<file path="src/hdl/neso_ram.sv">
// ----------------------------------------------------------------------------
// neso_ram
// generic single-write, single-read ram with registered read data
// ----------------------------------------------------------------------------
module neso_ram #(
  parameter int WIDTH = 32,
  parameter int DEPTH = 4,
  localparam int AW = (DEPTH > 1) ? $clog2(DEPTH) : 1
) (
  input  logic             clk_i,
  input  logic             we_i,
  input  logic [AW-1:0]    waddr_i,
  input  logic [WIDTH-1:0] wdata_i,
  input  logic [AW-1:0]    raddr_i,
  output logic [WIDTH-1:0] rdata_o
);

  logic [WIDTH-1:0] mem_q [DEPTH];
  logic [WIDTH-1:0] rdata_q;

  always_ff @(posedge clk_i) begin
    if (we_i) begin
      mem_q[waddr_i] <= wdata_i;
    end
    rdata_q <= mem_q[raddr_i];
  end

  assign rdata_o = rdata_q;

endmodule

</file>
<file path="config.mk">
export PLATFORM = sky130hd
export DESIGN_NAME = neso_ram
export DESIGN_NICKNAME = d
export VERILOG_FILES = /design/src/hdl/neso_ram.sv
export SDC_FILE = /design/constraint.sdc
export NUM_CORES = 1
export LEC_CHECK = 0
export ABC_AREA = 1
export BUFFER_PORTS_ARGS = -buffer_cell sky130_fd_sc_hd__buf_2
export CAP_MARGIN = 20
export CORE_MARGIN = 2
export CORE_UTILIZATION = 50
export DETAILED_ROUTE_END_ITERATION = 10
export GPL_ROUTABILITY_DRIVEN = 1
export HOLD_SLACK_MARGIN = 0.02
export PLACE_DENSITY = 0.75
export SLEW_MARGIN = 20
export SYNTH_ARGS = -nofsm -noshare
export SYNTH_HDL_FRONTEND = slang
export SYNTH_SLANG_ARGS = --single-unit
export TNS_END_PERCENT = 50
</file>
<file path="constraint.sdc">
create_clock -name clk_i -period 4.08 [get_ports clk_i]
set_clock_uncertainty 0.2 [all_clocks]
set_input_delay 0.816 -clock clk_i [delete_from_list [all_inputs] [get_ports clk_i]]
set_output_delay 0.816 -clock clk_i [all_outputs]
set_load 0.01 [all_outputs]
</file>
==> summary.md <==
| Metric | Value |
|---|---|
| DIE AREA | 0.01305 sq mm |
| Sequential element share of the synthesized area | between 70% and 80% |
| Max clock buf depth | 2 |
| Max Fclk | between 400 and 500 MHz |
| RSZ-0062 raised after global routing | no |
| Final Worst Setup Slack | 1.948 ns |
| Root Buffer Master | clkbuf_16 |
| PortBufs | 69 |
| Initial antenna violation count | 0 |
| Antenna diode count | 0 |
| IR drop worst, VDD | slightly below 0.0003 V |
| Syn Std Cell Area | just over 0.006 sq mm |
| I/O pins | 70 |
| Finished Layout Cells | slightly below 800 |
| Synth Area in Simple Gates | between 15 and 20% |
| # hold bufs at CTS | 0 |
| Max-slew headroom | 39.64% |
| Die width | around 110 microns |
| FF+latch count, synth | between 150 and 200 |
| Post-route ant nets | 0 |
| Vias in the first global route | 3874 |
| Initial Utilization | 50.82% |
| Worst Tran Pin Value | roughly 0.9 ns |
| WL per Instance | approximately 14 microns |
| Synth Area per Inst | roughly 11 sq um |
| Num CTS Buffers | 17 |
| Global-route wire length before repair | 17.75 mm |
| Pre-CTS setup slack | approximately 1.6 ns |
| Final WL | around 11 mm |
| Largest net degree at the start of global routing | 65 |
| CTS resizes | 0 |
| # setup viols final | 0 |
| Worst path cell trace | buf_2 -> inv_2 -> nand3_1 -> nand2_1 |
| Fin crit share | a little over half |
| Tmin final | 2.132 ns |
| Power Total | around 3.6 mW |
| Net Count, Synth | between 500 and 600 |
| Setup TNS | 0 ns |
| Via count | 3724 |
| Post-synthesis cell type count | 10 |
| Final instance area | 0.007078 sq mm |
| Slew Limit Fails | 0 |
| Worst path max stage delay | between 0.5 and 0.6 ns |
| Core area | 0.01196 sq mm |
| Xor/xnor cell area share of the yosys netlist | 0% |
| Iter 0 DRT Violations | between 200 and 300 |
| Synth warn | 0 |
| Power Density | about 500 mW/mm^2 |
| Crit-path max FO | 33 |
| Leak | around 3.3 nW |
| Overflow left after global routing | 0 |
| Largest family of logic cells by synthesized area | simple AND/OR/NAND/NOR gates |
| Final GP Congestion | between 0.7 and 0.8 |
| Fill cells | approximately 930 |
| Final nets | 652 |
| Clock latency on the worst-skew pair | 0.41 ns |
| Hpwl dp | 6.364 mm |
| WS Path Type | in2reg |
| Area Growth Syn to Fin | 16.45% |
| Multiplexer share of the synthesized area | 0% |
| Height of the die | about 110 microns |
| Global Route Usage Sum | a little under a fifth |
| Synth Area in Adders | 0% |
| CP max-delay cell | buf_2 |
| Gate count after technology mapping | between 500 and 600 |
| Worst Setup Start Kind | input port |
| Via/cell ratio | about 4.8 |
| Share of post-route cells with drive strength above 1 | 17.22% |
| Run status | finished, final reports clean |
| Register area | between 0.004 and 0.005 sq mm |
| Clock Sinks | 160 |
| Hold Fails Final Rpt | 0 |
| Worst min path class | reg2reg |
| Placed instance area | 0.006511 sq mm |
| Post-CTS Setup Bufs | 0 |
| Required time of the critical path | approximately 4.2 ns |
| Max Cap Viol | 0 |
| DRC viols | 0 |
| Row count | 40 |
| Compound-Gate Fraction of Synth Area | 0% |
| DRT Pass-1 Iters | 4 |
| CTS tree | done |
| Multi-input logic area | about 960 sq um |
| Clk pin slew, worst setup/hold paths | ~0.06 ns |
| # H-tree levels | 4 |
| Dpl cells | ~740 |
| Worst Path Arrival | around 2.2 ns |
| Kind of end point of the critical path | flop |
[synth_stat cells]
master / count / area, sq um
inv_1: 132 / 495.5
edfxtp_1: 128 / 3844
dfxtp_1: 32 / 640.6
buf_6: 7 / 78.83
nor3_1: 4 / 20.02
nand3_1: 64 / 320.3
buf_2: 9 / 45.04
buf_4: 4 / 30.03
inv_2: 1 / 3.750
nand2_1: 160 / 600.6
[sequential cells by signal (all words and copies together), names as in the netlist]
signal   count
mem_q      128
rdata_o     32
[metal layers]
layer	vias to the layer above	share of wire (%)	wire length (microns)	GRT usage (%)
met5	-	0	0	0
met4	0	1.3	143	8.862
met3	12	5.1	576	4.870
met2	108	53	5916	31.90
met1	1776	41	4549	20.76
li1	1828	-	-	-
[power by group]
group	switching [mW]	leakage, nW	internal, mW
Sequential	0.0251	1.45	1.86
Combinational	0.149	1.56	0.0749
Clock	0.592	0.270	0.911
Total	0.766	3.27	2.85
[worst max-delay path, delay by kind of cell]
kind	cells	cell delay, ns
buf+inv	2	1.07
simple gates	2	0.31
[per-stage QoR]
stage	hold WS, ns	utilization (%)
after floorplan	0.2989	-
after global placement	0.3059	54.44
after detailed placement	0.3239	54.44
after CTS	0.3391	59.16
after global routing	0.3709	59.17
final	0.3363	59.17
[path summary, 6_finish.rpt]
path         cells past startpoint                   to              startpoint  slack [ns]
min                              4  rdata_o[15]$_DFF_P_  mem_q[0][15]$_DFFE_PP_        0.34
max                              4  rdata_o[25]$_DFF_P_              raddr_i[1]        1.95
min reg2reg                      4  rdata_o[15]$_DFF_P_  mem_q[0][15]$_DFFE_PP_        0.34
max reg2reg                      4  rdata_o[25]$_DFF_P_  mem_q[1][25]$_DFFE_PP_        3.07
[layout by cell type (no fill, tap or decap)]
master and count:
nor3_2 4, clkbuf_1 3, clkbuf_16 17, dfxtp_1 32, clkinv_2 5, edfxtp_1 128, buf_4 5, inv_1 131
nand2_1 160, clkbuf_8 1, clkinv_4 1, bufinv_16 2, inv_2 1, buf_2 69, nand3_1 64, clkinv_1 1
clkinvlp_4 3
[layout make-up]
class / instances / area share [%]
Sequential cell: 160 / 63.36
Clock inverter: 11 / 1.626
Timing Repair Buffer: 74 / 5.409
Clock buffer: 21 / 6.364
Multi-Input combinational cell: 228 / 13.58
Inverter: 133 / 7.071
Tap cell: 147 / 2.599
[cell families (layout without fill, tap and decap cells)]
family / after synthesis / in the layout
buffers and inverters: 153 / 239
flip-flops: 160 / 160
AND/OR/NAND/NOR: 228 / 228
Note: power is estimated with default switching activity, not from simulation.
